[config.mk]
export PLATFORM = sky130hd
export DESIGN_NAME = shuffled_mode_sequencer
export DESIGN_NICKNAME = d
export VERILOG_FILES = /design/src/rtl/sms_pkg.sv /design/src/rtl/sms_mod_unit.sv /design/src/rtl/shuffled_mode_sequencer.sv
export VERILOG_INCLUDE_DIRS = /design/src /design/src/rtl
export SDC_FILE = /design/constraint.sdc
export NUM_CORES = 1
export LEC_CHECK = 0
export BUFFER_PORTS_ARGS = -buffer_cell sky130_fd_sc_hd__buf_2
export CAP_MARGIN = 20
export CORE_MARGIN = 5
export CORE_UTILIZATION = 60
export DETAILED_ROUTE_END_ITERATION = 6
export HOLD_SLACK_MARGIN = 0.1
export PLACE_DENSITY = 0.82
export RECOVER_POWER = 50
export SYNTH_ARGS = -nofsm -noshare
export SYNTH_HDL_FRONTEND = slang
export SYNTH_HIERARCHICAL = 1
export SYNTH_SLANG_ARGS = --single-unit
[constraint.sdc]
create_clock -name clk -period 5.5 [get_ports clk]
set_input_delay 0.825 -clock clk [delete_from_list [all_inputs] [get_ports clk]]
set_output_delay 0.825 -clock clk [all_outputs]
set_load 0.01 [all_outputs]
[src/rtl/assert_macros.svh]
// ---------------------------------------------------------------------------
// Assertion macros
// Shared concurrent assertion shorthands, compiled out for synthesis.
// ---------------------------------------------------------------------------
`ifndef ASSERT_MACROS_SVH
`define ASSERT_MACROS_SVH

`ifndef SYNTHESIS

`define ASSERT_ALWAYS(lbl, clk_i, rst_ni, cond) \
    lbl: assert property (@(posedge clk_i) disable iff (!rst_ni) (cond)) \
        else $error("assertion failed");

`define ASSERT_IMPLY(lbl, clk_i, rst_ni, ante, cons) \
    lbl: assert property (@(posedge clk_i) disable iff (!rst_ni) (ante) |-> (cons)) \
        else $error("assertion failed");

`define ASSERT_NEXT(lbl, clk_i, rst_ni, ante, cons) \
    lbl: assert property (@(posedge clk_i) disable iff (!rst_ni) (ante) |=> (cons)) \
        else $error("assertion failed");

`else

`define ASSERT_ALWAYS(lbl, clk_i, rst_ni, cond)

`define ASSERT_IMPLY(lbl, clk_i, rst_ni, ante, cons)

`define ASSERT_NEXT(lbl, clk_i, rst_ni, ante, cons)

`endif

`endif

[src/rtl/sms_pkg.sv]
// ---------------------------------------------------------------------------
// Shuffled mode sequencer package
// Fixed widths, reset constants, sequencer states and the xorshift step.
// ---------------------------------------------------------------------------
package sms_pkg;

    localparam int CNT_W  = 16;
    localparam int RNG_W  = 16;
    localparam int BYTE_W = 8;
    localparam int MODE_W = 4;

    localparam logic [RNG_W-1:0] SEED_VALUE   = 16'hBEEF;
    localparam logic [CNT_W-1:0] FRAMES_RESET = 16'd188;

    typedef enum logic [3:0] {
        ST_IDLE,
        ST_FILL,
        ST_RAND,
        ST_MOD,
        ST_RD_I,
        ST_RD_J,
        ST_WR_I,
        ST_WR_J,
        ST_RD_OUT,
        ST_EMIT
    } sms_state_t;

    function automatic logic [RNG_W-1:0] xorshift_step(input logic [RNG_W-1:0] x);
        logic [RNG_W-1:0] a;
        logic [RNG_W-1:0] b;
        a = x ^ (x << 7);
        b = a ^ (a >> 9);
        return b ^ (b << 8);
    endfunction

endpackage

[src/rtl/sms_mod_unit.sv]
// ---------------------------------------------------------------------------
// Byte modulo unit
// Restoring remainder of an 8-bit value by a small divisor, one bit a cycle.
// ---------------------------------------------------------------------------
module sms_mod_unit #(
    parameter int DIV_W = 5
) (
    input  logic                     clk,
    input  logic                     rst_n,
    input  logic                     start,
    input  logic [sms_pkg::BYTE_W-1:0] dividend,
    input  logic [DIV_W-1:0]         divisor,
    output logic                     done,
    output logic [DIV_W-1:0]         remainder
);
    import sms_pkg::*;

    localparam int STEP_W = $clog2(BYTE_W);

    logic               busy_reg;
    logic [STEP_W-1:0]  step_reg;
    logic [BYTE_W-1:0]  dvd_reg;
    logic [DIV_W-1:0]   div_reg;
    logic [DIV_W-1:0]   rem_reg;
    logic [DIV_W-1:0]   rem_next;
    logic [DIV_W:0]     shifted;

    always_comb
    begin
        shifted = {rem_reg, dvd_reg[BYTE_W-1]};
        if (shifted >= {1'b0, div_reg})
        begin
            shifted = shifted - {1'b0, div_reg};
        end
        rem_next = shifted[DIV_W-1:0];
    end

    assign done      = busy_reg && (step_reg == STEP_W'(BYTE_W - 1));
    assign remainder = rem_next;

    always_ff @(posedge clk or negedge rst_n)
    begin
        if (!rst_n)
        begin
            busy_reg <= 1'b0;
            step_reg <= '0;
        end
        else if (start)
        begin
            busy_reg <= 1'b1;
            step_reg <= '0;
        end
        else if (busy_reg)
        begin
            busy_reg <= !done;
            step_reg <= step_reg + STEP_W'(1);
        end
    end

    always_ff @(posedge clk)
    begin
        if (start)
        begin
            dvd_reg <= dividend;
            div_reg <= divisor;
            rem_reg <= '0;
        end
        else if (busy_reg)
        begin
            dvd_reg <= dvd_reg << 1;
            rem_reg <= rem_next;
        end
    end

endmodule

[src/rtl/shuffled_mode_sequencer.sv]
// ---------------------------------------------------------------------------
// Shuffled mode sequencer
// Counts frame ticks and emits the next mode of a Fisher-Yates shuffled
// order at each switch, reshuffling with a 16-bit xorshift generator.
// ---------------------------------------------------------------------------
//  channel   dir  handshake          payload
//  s_*       in   s_tvalid/s_tready  s_tdata[0] frame_tick
//  m_*       out  m_tvalid/m_tready  m_tdata[3:0] mode_number, m_tuser[0] new_round
//  cfg_*     in   cfg_wen            cfg_wdata[15:0] frames_per_switch
//
//  A tick that does not switch stays in ST_IDLE; a switch runs ST_RD_OUT and
//  ST_EMIT, waiting on m_tready. Reshuffle: ST_FILL, then per swap ST_RAND, the
//  bit-serial modulo unit in ST_MOD, then the swap through order_mem.
//  After reset the same shuffle runs once before s_tready rises.
//  A finished item waits in the output register while the next tick is taken.
// ---------------------------------------------------------------------------
`include "assert_macros.svh"

module shuffled_mode_sequencer #(
    parameter int MODE_COUNT = 16
) (
    input  logic                       clk,
    input  logic                       rst_n,
    input  logic                       s_tvalid,
    output logic                       s_tready,
    input  logic [7:0]                 s_tdata,   // [0] frame_tick
    output logic                       m_tvalid,
    input  logic                       m_tready,
    output logic [7:0]                 m_tdata,   // [3:0] mode_number
    output logic [0:0]                 m_tuser,   // [0] new_round
    input  logic                       cfg_wen,
    input  logic [sms_pkg::CNT_W-1:0]  cfg_wdata
);
    import sms_pkg::*;

    localparam int IDX_W = $clog2(MODE_COUNT);
    localparam int POS_W = $clog2(MODE_COUNT + 1);

    sms_state_t        state_reg, state_next;
    logic [RNG_W-1:0]  rng_reg, rng_next;
    logic [CNT_W-1:0]  frames_reg;
    logic [CNT_W-1:0]  count_reg, count_next;
    logic [CNT_W-1:0]  count_inc;
    logic [POS_W-1:0]  pos_reg, pos_next;
    logic [IDX_W-1:0]  idx_reg, idx_next;
    logic [IDX_W-1:0]  swap_reg, swap_next;
    logic [IDX_W-1:0]  hold_reg, hold_next;
    logic              fresh_reg, fresh_next;
    logic              boot_reg, boot_next;
    logic              out_valid_reg, out_valid_next;
    logic [MODE_W-1:0] out_mode_reg, out_mode_next;
    logic              out_round_reg, out_round_next;
    logic              load_out;

    logic [IDX_W-1:0]  order_mem [MODE_COUNT];
    logic [IDX_W-1:0]  rd_addr;
    logic [IDX_W-1:0]  rd_data_reg;
    logic              wr_en;
    logic [IDX_W-1:0]  wr_addr;
    logic [IDX_W-1:0]  wr_data;
    logic [MODE_W+IDX_W-1:0] entry_ext;

    logic              mod_start;
    logic              mod_done;
    logic [POS_W-1:0]  mod_rem;
    logic [RNG_W-1:0]  rng_step;

    sms_mod_unit #(
        .DIV_W(POS_W)
    ) u_mod (
        .clk       (clk),
        .rst_n     (rst_n),
        .start     (mod_start),
        .dividend  (rng_step[BYTE_W-1:0]),
        .divisor   (POS_W'(idx_reg) + POS_W'(1)),
        .done      (mod_done),
        .remainder (mod_rem)
    );

    assign rng_step  = xorshift_step(rng_reg);
    assign count_inc = count_reg + CNT_W'(1);
    assign entry_ext = {{MODE_W{1'b0}}, rd_data_reg};

    assign s_tready = (state_reg == ST_IDLE);
    assign m_tvalid = out_valid_reg;
    assign m_tdata  = {{(8 - MODE_W){1'b0}}, out_mode_reg};
    assign m_tuser  = out_round_reg;

    always_ff @(posedge clk)
    begin
        if (wr_en)
        begin
            order_mem[wr_addr] <= wr_data;
        end
        rd_data_reg <= order_mem[rd_addr];
    end

    always_comb
    begin
        state_next     = state_reg;
        rng_next       = rng_reg;
        count_next     = count_reg;
        pos_next       = pos_reg;
        idx_next       = idx_reg;
        swap_next      = swap_reg;
        hold_next      = hold_reg;
        fresh_next     = fresh_reg;
        boot_next      = boot_reg;
        rd_addr        = pos_reg[IDX_W-1:0];
        wr_en          = 1'b0;
        wr_addr        = idx_reg;
        wr_data        = idx_reg;
        mod_start      = 1'b0;
        load_out       = 1'b0;
        out_mode_next  = out_mode_reg;
        out_round_next = out_round_reg;

        case (state_reg)
            ST_IDLE:
            begin
                if (s_tvalid && s_tdata[0])
                begin
                    if (count_inc >= frames_reg)
                    begin
                        count_next = '0;
                        if (pos_reg == POS_W'(MODE_COUNT))
                        begin
                            fresh_next = 1'b1;
                            idx_next   = '0;
                            state_next = ST_FILL;
                        end
                        else
                        begin
                            fresh_next = 1'b0;
                            state_next = ST_RD_OUT;
                        end
                    end
                    else
                    begin
                        count_next = count_inc;
                    end
                end
            end
            ST_FILL:
            begin
                wr_en = 1'b1;
                if (idx_reg == IDX_W'(MODE_COUNT - 1))
                begin
                    state_next = ST_RAND;
                end
                else
                begin
                    idx_next = idx_reg + IDX_W'(1);
                end
            end
            ST_RAND:
            begin
                rng_next   = rng_step;
                mod_start  = 1'b1;
                state_next = ST_MOD;
            end
            ST_MOD:
            begin
                if (mod_done)
                begin
                    swap_next  = mod_rem[IDX_W-1:0];
                    state_next = ST_RD_I;
                end
            end
            ST_RD_I:
            begin
                rd_addr    = idx_reg;
                state_next = ST_RD_J;
            end
            ST_RD_J:
            begin
                rd_addr    = swap_reg;
                hold_next  = rd_data_reg;
                state_next = ST_WR_I;
            end
            ST_WR_I:
            begin
                wr_en      = 1'b1;
                wr_addr    = idx_reg;
                wr_data    = rd_data_reg;
                state_next = ST_WR_J;
            end
            ST_WR_J:
            begin
                wr_en    = 1'b1;
                wr_addr  = swap_reg;
                wr_data  = hold_reg;
                pos_next = '0;
                if (idx_reg == IDX_W'(1))
                begin
                    if (boot_reg)
                    begin
                        boot_next  = 1'b0;
                        state_next = ST_IDLE;
                    end
                    else
                    begin
                        state_next = ST_RD_OUT;
                    end
                end
                else
                begin
                    idx_next   = idx_reg - IDX_W'(1);
                    state_next = ST_RAND;
                end
            end
            ST_RD_OUT:
            begin
                state_next = ST_EMIT;
            end
            ST_EMIT:
            begin
                if (!out_valid_reg || m_tready)
                begin
                    load_out       = 1'b1;
                    out_mode_next  = entry_ext[MODE_W-1:0];
                    out_round_next = fresh_reg;
                    pos_next       = pos_reg + POS_W'(1);
                    state_next     = ST_IDLE;
                end
            end
            default:
            begin
                state_next = ST_IDLE;
            end
        endcase

        if (load_out)
        begin
            out_valid_next = 1'b1;
        end
        else if (m_tready)
        begin
            out_valid_next = 1'b0;
        end
        else
        begin
            out_valid_next = out_valid_reg;
        end
    end

    always_ff @(posedge clk or negedge rst_n)
    begin
        if (!rst_n)
        begin
            state_reg     <= ST_FILL;
            rng_reg       <= SEED_VALUE;
            frames_reg    <= FRAMES_RESET;
            count_reg     <= '0;
            pos_reg       <= '0;
            idx_reg       <= '0;
            fresh_reg     <= 1'b0;
            boot_reg      <= 1'b1;
            out_valid_reg <= 1'b0;
        end
        else
        begin
            state_reg     <= state_next;
            rng_reg       <= rng_next;
            count_reg     <= count_next;
            pos_reg       <= pos_next;
            idx_reg       <= idx_next;
            fresh_reg     <= fresh_next;
            boot_reg      <= boot_next;
            out_valid_reg <= out_valid_next;
            if (cfg_wen)
            begin
                frames_reg <= cfg_wdata;
            end
        end
    end

    always_ff @(posedge clk)
    begin
        swap_reg      <= swap_next;
        hold_reg      <= hold_next;
        out_mode_reg  <= out_mode_next;
        out_round_reg <= out_round_next;
    end

    `ASSERT_ALWAYS(a_pos_bound, clk, rst_n, pos_reg <= POS_W'(MODE_COUNT))
    `ASSERT_IMPLY(a_swap_in_range, clk, rst_n, state_reg == ST_RD_I, swap_reg <= idx_reg)
    `ASSERT_NEXT(a_fresh_first, clk, rst_n, load_out && fresh_reg, pos_reg == POS_W'(1))
    `ASSERT_IMPLY(a_no_switch_at_end, clk, rst_n, state_reg == ST_RD_OUT,
                  pos_reg != POS_W'(MODE_COUNT))

endmodule

---- Word level (Yosys, flattened, before mapping) ----
Memories as Yosys holds them, arrays and structs flattened. A register that Yosys moved wholly into a read port is not among the register bits.
Cells that the tools add are included.
storage, ports and cells
  bits in registers ....................... 99
  RAM bits ................................ 64
  logic and storage cells ................. 108
  memories kept ........................... 1
cells by class
  $add $sub $neg .......................... 7
  $lt $le $gt $ge ......................... 2
  equality and inequality tests ........... 21
  multiplexer cells ....................... 37
  bitwise gates (word level) .............. 3
  reduce and logical (&&, ||, !) cells .... 19
memories
  memory     words  bits a word  rd ports  clocked after memory_dff  wr ports  line                           source
  order_mem  16     4            1         1                         1         shuffled_mode_sequencer.sv:55  logic [IDX_W-1:0] order_mem [MODE_COUNT];
operator list
  cell                     count
  $mux W4                  14
  $pmux W4 S10             1
  $xor A16 B16 Y16         2
  $add A16 B1 Y16 const B  1
  $eq A4 B3 Y1 const B     4
  $ge A16 B16 Y1           1
  $mux W16                 1
  $mux W8                  2
  $pmux W4 S2              2
  $xor A16 B7 Y16          1
  $eq A4 B4 Y1 const B     3
  $pmux W4 S3              1
  $mux W1                  11
  $mux W5                  2
  $pmux W5 S2              1
  $reduce_and A2 Y1        5
  $eq A4 B1 Y1 const B     2
  $eq A4 B2 Y1 const B     2
  $ne A2 B1 Y1 const B     4
  $ne A2 B2 Y1 const B     4
  $ge A6 B5 Y1             1
  $mux W3                  2
  $reduce_and A6 Y1        1
  $reduce_bool A2 Y1       3
  16 further kinds         18

---- Longest topological paths before layout ----
Gate-level depths: netlist of the first run.
  depth in word-level cells ............... 5
  gate-level depth with buffers ........... 15
  mapped depth without buffers ............ 14

---- Cells and area by module ----
The synthesis of the first run kept the hierarchy.
by module, submodules not included
  module                   instances  cells an instance  area an instance (µm²)  sequential area each (µm²)
  shuffled_mode_sequencer  1          674                7240.7                  4018.9
  sms_mod_unit             1          96                 1152.4                  590.6

---- Least setup slack after synthesis of the first run ----
No wires, ideal clock.
  path type ............................... reg2reg
  start point ............................. register count_reg[2]
  end point ............................... register idx_reg[3]
  arrival time ............................ 2.887 ns
  required time ........................... 5.375 ns
  setup slack ............................. 2.488 ns
  stages on the path, launching flop included .. 14
  path buffers ............................ 1
  cells stage by stage .................... dfrtp_1 nand3_1 or3_1 clkbuf_1 nor2_2 nand3_1 xnor2_1 ha_1 a21oi_1 o21ai_0 a21oi_1 nand3_1 o21ai_2 mux2_2
on the way
  cells in the longest elaborated chain, start to end .. 4
ends and longest elaborated chain
  what                         line                            source
  from (decl)                  shuffled_mode_sequencer.sv:42   logic [CNT_W-1:0] count_reg, count_next;
  from (signal assigned)       shuffled_mode_sequencer.sv:265  count_reg <= count_next;
  $add A16 B1 Y16              shuffled_mode_sequencer.sv:81   assign count_inc = count_reg + CNT_W'(1);
  $ge A16 B16 Y1               shuffled_mode_sequencer.sv:123  if (count_inc >= frames_reg)
  $ne A2 B1 Y1 (no line)       n/a
  $reduce_and A6 Y1 (no line)  n/a
  to (signal assigned)         shuffled_mode_sequencer.sv:267  idx_reg <= idx_next;
  to (decl)                    shuffled_mode_sequencer.sv:45   logic [IDX_W-1:0] idx_reg, idx_next;
No other way between the ends.
A chain may end at the register's enable or synchronous reset.

---- Worst setup path after layout of the first run ----
Same ends and word-level chain as after synthesis.

==> impl_results.md, run 1 <==
* Status: complete, but fails checks
* Failing checks: max-capacitance violations, max-slew violations
* Internal at 0.002047 W
* Final Hold Viols at 0
* Hold Crit Depth at 0
* Final setup viols at 0
* Global-route wire length before repair at 28100 µm
* WL per Instance at 17.04 µm
* FF-to-FF End: idx_reg[3]
* Combinational Power Share at 0.019
* Detailed Route Iter0 Violations at 475
* DR vias at 5805
* Area growth syn-to-layout at 9.509%
* Multi-input gate area at 0.003396 mm²
* Number of flip-flops in the largest register at 64
* PortBufs at 28
* GR Overflow Total at 0
* Mapped cell area at 0.008382 mm²
* Clk Latency, worst-skew pair at 0.43 ns
* Yosys warning total at 6
* Die Area at 0.01643 mm²
* Max_slew headroom at -1.423
* Clock slew at reported path FFs at 0.07 ns
* Root buf cell: clkbuf_16
* Fillers at 1050
* Worst setup SP type: flip-flop
* H-Tree Level Count at 4
* Hold_sp: fresh_reg
* Diodes inserted at 0
* Gate count of the mapped netlist at 769
* Largest net degree at the start of global routing at 69
* Setup slack, reg-to-reg at 1.62 ns
* Post-CTS sizing at 0
* Pwr Density at 279.5 mW/mm²
* Final wirelength at 16700 µm
* First-pass DRT Iterations at 5
* Crit-path max FO at 17
* Largest Register: order_mem
* Core Region at 0.01377 mm²
* Crit Path Class: reg2reg
* Mapped Avg Cell Area at 10.90 µm²
* Worst Hold Path EP: m_tuser
* # DRC at 0
* Placer Congestion at 0.9055
* Final Cycle Share at 0.7047
* Worst setup EP type: flip-flop
* Max_cap viols at 1
* Non-Filler Instances at 980
* Initial core utilization at 0.6086
* Lkg Pwr at 3.837 nW
* Hold buffers post-CTS at 0
* CTS tree: built
* Vias per inst at 5.923
* Setup Skew at 0.01198 ns
* Worst vdd ir at 0.0001873 V
* Max incr delay on CP at 0.50 ns
* Seq. cell area at 0.004609 mm²
* Die Y at 128.2 µm
* RSZ-0062 raised after global routing: no
* CP max-delay cell: or3_1
* Worst-path cell chain: nand3_1 > or3_1 > inv_1 > and3_1 > xnor2_1 > inv_1 > ha_1 > a21oi_1 > o21ai_0 > a21oi_1 > nand3_1 > o21ai_2 > mux2_2
* Clock share of power at 0.465
* Critical path arrival at 4.18 ns
* Setup bufs post-CTS at 0
* CTS Buf Count at 17
* Fmax at 258.0 MHz
* Max Slew Vio Count at 69
* Layout cells sized above 1 at 0.1225
* Worst Setup SP: count_reg[2]
* Buffers & Inverters on Critical Path at 2
* Reg2Reg Depth at 13
* Initial antenna violation count at 0
* Total global-route track usage at 0.2143
* Min cycle time layout at 3.876 ns
* # clock sinks at 167
* HP Class: reg2reg
* Ports at 40
* CP Data Required Time at 5.80 ns
* RR Startpoint: count_reg[2]
* Placed Cells at 947
* Sequential power share at 0.516
* Switching fraction of total power at 0.2020
* # rows at 43
* CTS Buffer Depth at 2
* Psw at 0.0005184 W
* Chip width at 128.2 µm
* Final nets at 847
* Vias in the first global route at 5794
* Hpwl dp at 11500 µm
* Least-Margin Pin Slew at 3.634 ns
* Routed Antenna Nets at 0
* Setup TNS at 0 ns
* Top delay family on crit path: simple AND/OR/NAND/NOR gates
==> power groups by stage <==
stage               Sequential (W)  Clock (W)  Combinational, W
global placement           0.00135          0         0.0000462
CTS                        0.00132    0.00120         0.0000503
detailed placement         0.00135          0         0.0000497
global route               0.00132    0.00126         0.0000579
finish                     0.00132    0.00119         0.0000485
floorplan                  0.00135          0         0.0000271
==> cell type report <==
class / instances / share of cell area
multi-input combinational: 514 / 0.3700
tap: 180 / 0.02454
timing repair buffer: 34 / 0.01758
sequential: 167 / 0.5022
inverter: 54 / 0.02208
clock buffer: 18 / 0.04676
clock inverter: 13 / 0.01690
==> stage by stage <==
stage                     utilization  area (µm²)  hold slack [ns]  setup WS, ns  total power, W
after floorplan                     -        8393           0.4194         2.488        0.001376
after global placement         0.6241        8596           0.4254         1.758        0.001395
after detailed placement       0.6246        8603           0.4434         1.716        0.001399
after CTS                      0.6671        9188           0.4490         1.690        0.002580
after global routing           0.6664        9179           0.4695        0.8700        0.002645
final                          0.6664        9179           0.4495         1.624        0.002566
==> cells in the final DEF, fill, tap and decap left out, drive strengths merged, types with 6 or more instances in the layout <==
master  instances
dfxtp           9
nor2           50
clkbuf         29
a22o           10
nor3            9
a21oi          49
nand2          96
a221oi          8
dfstp          20
ha             29
edfxtp         90
mux2           19
nor2b          13
xor2           28
clkinv          6
nand4           8
o21ai          52
nand3          24
inv            56
buf            23
xnor2          31
nand2b          8
dfrtp          48
mux2i          13
==> per-layer routing <==
layer | global-route usage | wire [µm] | vias to the layer above
met5 | 0 | 0 | -
met4 | 0.07491 | 380 | 0
met3 | 0.04542 | 893 | 32
met2 | 0.3540 | 8250 | 183
met1 | 0.2816 | 7178 | 2851
li1 | - | - | 2739
==> how the worst max path moves through the flow <==
| stage | endpoint | slack [ns] | depth (start not counted) |
|---|---|---|---|
| after CTS | idx_reg[3] | 1.69 | 13 |
| after floorplan | idx_reg[3] | 2.49 | 13 |
| after global routing | count_reg[10] | 0.87 | 2 |
| final | idx_reg[3] | 1.62 | 13 |
| after global placement | idx_reg[3] | 1.76 | 12 |
| after detailed placement | idx_reg[3] | 1.72 | 13 |
(Power assumes the default switching activity.)
==> inputs of run 2 (changes only) <==
==> constraint.sdc (replaced) <==
create_clock -name clk -period 3.7 [get_ports clk]
set_input_delay 0.555 -clock clk [delete_from_list [all_inputs] [get_ports clk]]
set_output_delay 0.555 -clock clk [all_outputs]
set_load 0.01 [all_outputs]
==> run 2 against run 1 <==
Effect of this change: sequential share of layout area fell by 0.22 points; flip-flop and latch count is the same; the run now ends clean; highest routed layer unchanged; worst hold slack worse by 0.13 ns.
==> impl_results.md, run 2 (same netlist as run 1, synthesis figures left out) <==
* Status: finished clean
* Worst vdd ir at 0.0002855 V (+52%)
* Number of flip-flops in the largest register at 64 (unchanged)
* Min cycle time layout at 3.402 ns (-0.4742 ns)
* Most common cell after layout, fill and taps aside: nand2_1
* Commonest non-fill, non-tap cells in the layout: nand2_1, edfxtp_1, inv_1
* Max_slew headroom at 0.1107 (+1.534)
* Detailed Route Iter0 Violations at 397 (-16%)
* Vias per inst at 5.883 (-0.68%)
* DR vias at 5807 (+0.034%)
* GR Overflow Total at 0 (unchanged)
* Root buf cell: clkbuf_16
* Final Hold Viols at 0 (unchanged)
* Placer Congestion at 0.8960 (-1.0%)
* Final Cell Area at 0.009220 mm² (+0.45%)
* CTS Buffer Depth at 2 (unchanged)
* Final wirelength at 16920 µm (+1.3%)
* Final Cycle Share at 0.9194 (+0.2147)
* Area growth syn-to-layout at 10.00%
* Ports at 40 (unchanged)
* Chip width at 128.2 µm (unchanged)
* Post-CTS sizing at 0 (unchanged)
* Largest net degree at the start of global routing at 32 (-54%)
* FF-to-FF End: count_reg[0]
* Reg2Reg Depth at 12 (-1)
* # rows at 43 (unchanged)
* Setup bufs post-CTS at 0 (unchanged)
* Hold buffers post-CTS at 0 (unchanged)
* Setup Skew at 0.005555 ns (-0.006421 ns)
* Core Region at 0.01377 mm² (unchanged)
* # DRC at 0 (unchanged)
* Hold Crit Depth at 3 (+3)
* Worst Hold Path EP: frames_reg[9]
* Clk Latency, worst-skew pair at 0.43 ns (about the same)
* RSZ-0062 raised after global routing: no
* Non-Filler Instances at 987 (+0.71%)
* H-Tree Level Count at 4 (unchanged)
* Largest Register: order_mem
* WL per Instance at 17.15 µm (+0.62%)
* Setup TNS at 0 ns (unchanged)
* Total global-route track usage at 0.2221 (+0.007795)
* Pwr Density at 411.5 mW/mm² (+47%)
* Die Area at 0.01643 mm² (unchanged)
* CP Data Required Time at 4.07 ns (-1.73 ns)
* Fmax at 294.0 MHz (+14%)
* Critical path arrival at 3.78 ns (-0.40 ns)
* Max Slew Vio Count at 0 (-100%)
* RR Startpoint: count_reg[2]
* Global-route wire length before repair at 28830 µm (+2.6%)
* Final nets at 853 (+0.71%)
* Vias in the first global route at 5943 (+2.6%)
* Max_cap viols at 0 (-1)
* Hold Worst Slack at 0.3220 ns (-0.1275 ns)
* # clock sinks at 167 (unchanged)
* First-pass DRT Iterations at 5 (unchanged)
* Layout cells sized above 1 at 0.1289 (+0.006372)
* Hold_sp: cfg_wdata[9]
* Lkg Pwr at 3.856 nW (+0.47%)
* Worst setup EP type: flip-flop
* Placed Cells at 955 (+0.84%)
* Die Y at 128.2 µm (unchanged)
* Least-Margin Pin Slew at 1.334 ns (-2.300 ns)
* Initial antenna violation count at 0 (unchanged)
* Setup slack, reg-to-reg at 0.30 ns (-1.33 ns)
* Worst setup SP type: flip-flop
* PortBufs at 28 (unchanged)
* Crit-path max FO at 10 (-7)
* Initial core utilization at 0.6086 (unchanged)
* Area of placed instances at 0.008663 mm² (+0.70%)
* Routed Antenna Nets at 0 (unchanged)
* Diodes inserted at 0 (unchanged)
* Crit Path Class: reg2reg
* Final setup viols at 0 (unchanged)
* Worst Setup SP: count_reg[2]
* Hpwl dp at 11760 µm (+2.2%)
* Clock slew at reported path FFs at 0.06 ns (about the same)
* HP Class: in2reg
* CTS Buf Count at 17 (unchanged)
* CTS tree: built
-- run 2: worst max-delay path by stage --
| stage | endpoint | slack, ns | cells after the start |
|---|---|---|---|
| finish | count_reg[0] | 0.30 | 12 |
| global route | state_reg[0] | 0.02 | 12 |
| CTS | count_reg[0] | 0.29 | 12 |
| detailed placement | count_reg[0] | 0.34 | 12 |
| global placement | count_reg[0] | 0.49 | 12 |
| floorplan | idx_reg[3] | 0.69 | 13 |
-- run 2: metrics by stage --
stage | power, W | util | setup slack (ns)
finish | 0.003794 | 0.6694 | 0.2982
CTS | 0.003827 | 0.6718 | 0.2894
floorplan | 0.002045 | - | 0.6879
detailed placement | 0.002081 | 0.6290 | 0.3443
global placement | 0.002074 | 0.6290 | 0.4930
global route | 0.003909 | 0.6694 | 0.02195
-- run 2: worst max-delay path, cell delays in order, from the launching register on --
cell and delay [ns]:
dfrtp_1 0.45, nand3_1 0.14, or3_1 0.49, nor2_2 0.25, nand3_1 0.15, xnor2_1 0.23, ha_1 0.29, a21oi_1 0.17
o21ai_0 0.09, a21oi_1 0.13, nand3_1 0.25, nor2_2 0.46, mux2_2 0.24
-- run 2: power by group --
group | switching (W) | internal (W)
Combinational | 0.0000488 | 0.0000249
Clock | 0.000736 | 0.00102
Sequential | 0.00000454 | 0.00196
Total | 0.000790 | 0.00300
-- run 2: cell type report --
cell class	count	area [µm²]
sequential	167	4609
clock inverter	14	150.1
clock buffer	18	439.2
fill	1053	4553
timing repair buffer	40	197.7
tap	180	225.2
inverter	54	202.7
multi-input combinational	514	3396
-- run 2: metal layers --
| metal | track usage | up-vias | share of wire |
|---|---|---|---|
| li1 | - | 2756 | - |
| met1 | 0.2814 | 2821 | 0.42 |
| met2 | 0.3739 | 191 | 0.50 |
| met3 | 0.04792 | 39 | 0.057 |
| met4 | 0.08552 | 0 | 0.022 |
| met5 | 0 | - | 0 |
==> inputs of run 3 (changes only) <==
--- a/config.mk
+++ b/config.mk
@@ -9,10 +9,11 @@
 export BUFFER_PORTS_ARGS = -buffer_cell sky130_fd_sc_hd__buf_2
 export CAP_MARGIN = 20
 export CORE_MARGIN = 5
-export CORE_UTILIZATION = 60
+export CORE_UTILIZATION = 62
+export CTS_BUF_LIST = sky130_fd_sc_hd__clkbuf_4 sky130_fd_sc_hd__clkbuf_8 sky130_fd_sc_hd__clkbuf_16
 export DETAILED_ROUTE_END_ITERATION = 6
 export HOLD_SLACK_MARGIN = 0.1
-export PLACE_DENSITY = 0.82
+export PLACE_DENSITY = 0.84
 export RECOVER_POWER = 50
 export SYNTH_ARGS = -nofsm -noshare
 export SYNTH_HDL_FRONTEND = slang
==> run 3 against run 2 <==
Effect of this change: worst hold slack improved by 0.0075 ns; sequential power about the same; global-route usage grew 0.20 points; final area fell by 0.31%; via count grew 0.34%; sequential share of layout area is 0.16 points higher; highest routed layer unchanged.
==> impl_results.md, run 3 (same netlist as run 1, synthesis figures left out) <==
* First-pass DRT Iterations at 5 (unchanged)
* Area growth syn-to-layout at 9.658%
* Post-CTS sizing at 0 (unchanged)
* DR vias at 5827 (+0.34%)
* CP max-delay cell: or3_1
* Setup slack, reg-to-reg at 0.28 ns (-0.02 ns)
* RSZ-0062 raised after global routing: no
* Final setup viols at 0 (unchanged)
* Hpwl dp at 11720 µm (-0.30%)
* CTS Buf Count at 17 (unchanged)
* Max incr delay on CP at 0.49 ns (about the same)
* Placer Congestion at 0.8828 (-1.5%)
* Root buf cell: clkbuf_16
* Status: finished clean
* CTS Buffer Depth at 2 (unchanged)
* Max_cap viols at 0 (unchanged)
* # rows at 42 (-2.3%)
* Crit-path max FO at 6 (-4)
* Most common cell after layout, fill and taps aside: nand2_1
* Worst Hold Path EP: frames_reg[6]
* Largest net degree at the start of global routing at 47 (+47%)
* Pwr Density at 406.5 mW/mm² (-1.2%)
* Number of flip-flops in the largest register at 64 (unchanged)
* Crit Path Class: reg2reg
* Setup TNS at 0 ns (unchanged)
* Final nets at 852 (-0.12%)
* GR Overflow Total at 0 (unchanged)
* Worst vdd ir at 0.0004136 V (+45%)
* PortBufs at 28 (unchanged)
* Fillers at 975 (-7.4%)
* Ports at 40 (unchanged)
* Initial core utilization at 0.6329 (+0.02438)
* Global-route wire length before repair at 28580 µm (-0.86%)
* Vias per inst at 5.934 (+0.86%)
* Critical path arrival at 3.73 ns (-0.05 ns)
* Final Cell Area at 0.009191 mm² (-0.31%)
* Final Cycle Share at 0.9246 (+0.005149)
* Chip width at 126.3 µm (-1.5%)
* Initial antenna violation count at 0 (unchanged)
* Hold Crit Depth at 3 (unchanged)
* Core Region at 0.01324 mm² (-3.9%)
* Clk Latency, worst-skew pair at 0.43 ns (about the same)
* CTS tree: built
* RR Startpoint: count_reg[2]
* Commonest non-fill, non-tap cells in the layout: nand2_1, edfxtp_1, inv_1
* Largest Register: order_mem
* Setup bufs post-CTS at 0 (unchanged)
* FF-to-FF End: idx_reg[3]
* # DRC at 0 (unchanged)
* CP Data Required Time at 4.01 ns (-0.06 ns)
* Fmax at 292.3 MHz (-0.56%)
* Vias in the first global route at 5810 (-2.2%)
* Worst setup SP type: flip-flop
* CP most frequent cell: nand3_1
* Max Slew Vio Count at 0 (unchanged)
* # clock sinks at 167 (unchanged)
* Worst setup EP type: flip-flop
* Reg2Reg Depth at 12 (unchanged)
* Final Hold Viols at 0 (unchanged)
* HP Class: in2reg
* Lkg Pwr at 3.848 nW (-0.20%)
* Die Y at 126.3 µm (-1.5%)
* Detailed Route Iter0 Violations at 447 (+13%)
* Max_slew headroom at 0.1515 (+0.04081)
* Worst-path cell chain: nand3_1 > or3_1 > nor2_2 > nand3_1 > xnor2_1 > ha_1 > a21oi_1 > o21ai_0 > a21oi_1 > nand3_1 > o21ai_2 > mux2_2
* Hold buffers post-CTS at 0 (unchanged)
* Area of placed instances at 0.008651 mm² (-0.14%)
* Total global-route track usage at 0.2241 (+0.002028)
* H-Tree Level Count at 4 (unchanged)
* Diodes inserted at 0 (unchanged)
* Routed Antenna Nets at 0 (unchanged)
* WL per Instance at 17.66 µm (+3.0%)
* Least-Margin Pin Slew at 1.273 ns (-0.06121 ns)
* Setup Skew at 0.01107 ns (+0.005520 ns)
* Min cycle time layout at 3.421 ns (+0.01905 ns)
* Die Area at 0.01594 mm² (-3.0%)
* Layout cells sized above 1 at 0.1303 (+0.001401)
* Hold_sp: cfg_wdata[6]
* Clock slew at reported path FFs at 0.07 ns (about the same)
* Final wirelength at 17340 µm (+2.4%)
[run 3: layer usage]
layer / wire length [µm] / GRT usage / part of all wire / up-vias
li1: - / - / - / 2746
met1: 7244 / 0.2827 / 0.42 / 2863
met2: 8752 / 0.3793 / 0.50 / 177
met3: 874 / 0.05207 / 0.050 / 41
met4: 467 / 0.08265 / 0.027 / 0
met5: 0 / 0 / 0 / -
[run 3: how the worst max path moves through the flow]
stage / startpoint / to
2_1_floorplan: count_reg[2] / idx_reg[3]
3_3_place_gp: count_reg[2] / idx_reg[3]
3_5_place_dp: count_reg[2] / idx_reg[3]
4_1_cts: count_reg[2] / idx_reg[3]
5_1_grt: count_reg[2] / idx_reg[3]
6_report: count_reg[2] / idx_reg[3]
[run 3: layout make-up]
cell class | count | area, µm² | share of cell area
inverters | 54 | 202.7 | 0.02205
multi-input cells | 514 | 3396 | 0.3695
flip-flops and latches | 167 | 4609 | 0.5015
well taps | 176 | 220.2 | 0.02396
repair buffers | 39 | 195.2 | 0.02124
clock inverters | 13 | 121.4 | 0.01320
clock buffers | 19 | 446.7 | 0.04860
[run 3: where the power goes]
group          switching [W]  internal [W]  total [W]
clock network       0.000741      0.000956    0.00170
registers         0.00000419       0.00196    0.00197
logic              0.0000474     0.0000245  0.0000719
[run 3: worst max-delay path: cells and delay by family (launching register included)]
kind / cells / cell delay, ns
xor+xnor: 1 / 0.16
mux: 1 / 0.37
fa+ha+maj: 1 / 0.32
flops: 1 / 0.44
simple gates: 5 / 1.28
compound gates: 4 / 0.72
[run 3: metrics by stage]
stage | setup slack [ns] | power [W] | std cells | hold WS [ns] | utilization
after floorplan | 0.6879 | 0.002045 | 772 | 0.2594 | -
after global placement | 0.4113 | 0.002073 | 950 | 0.4388 | 0.6533
after detailed placement | 0.2975 | 0.002079 | 950 | 0.4368 | 0.6533
after CTS | 0.2786 | 0.003762 | 982 | 0.1066 | 0.6961
after global routing | 0.04507 | 0.003857 | 982 | 0.3399 | 0.6941
final | 0.2791 | 0.003737 | 982 | 0.3295 | 0.6941
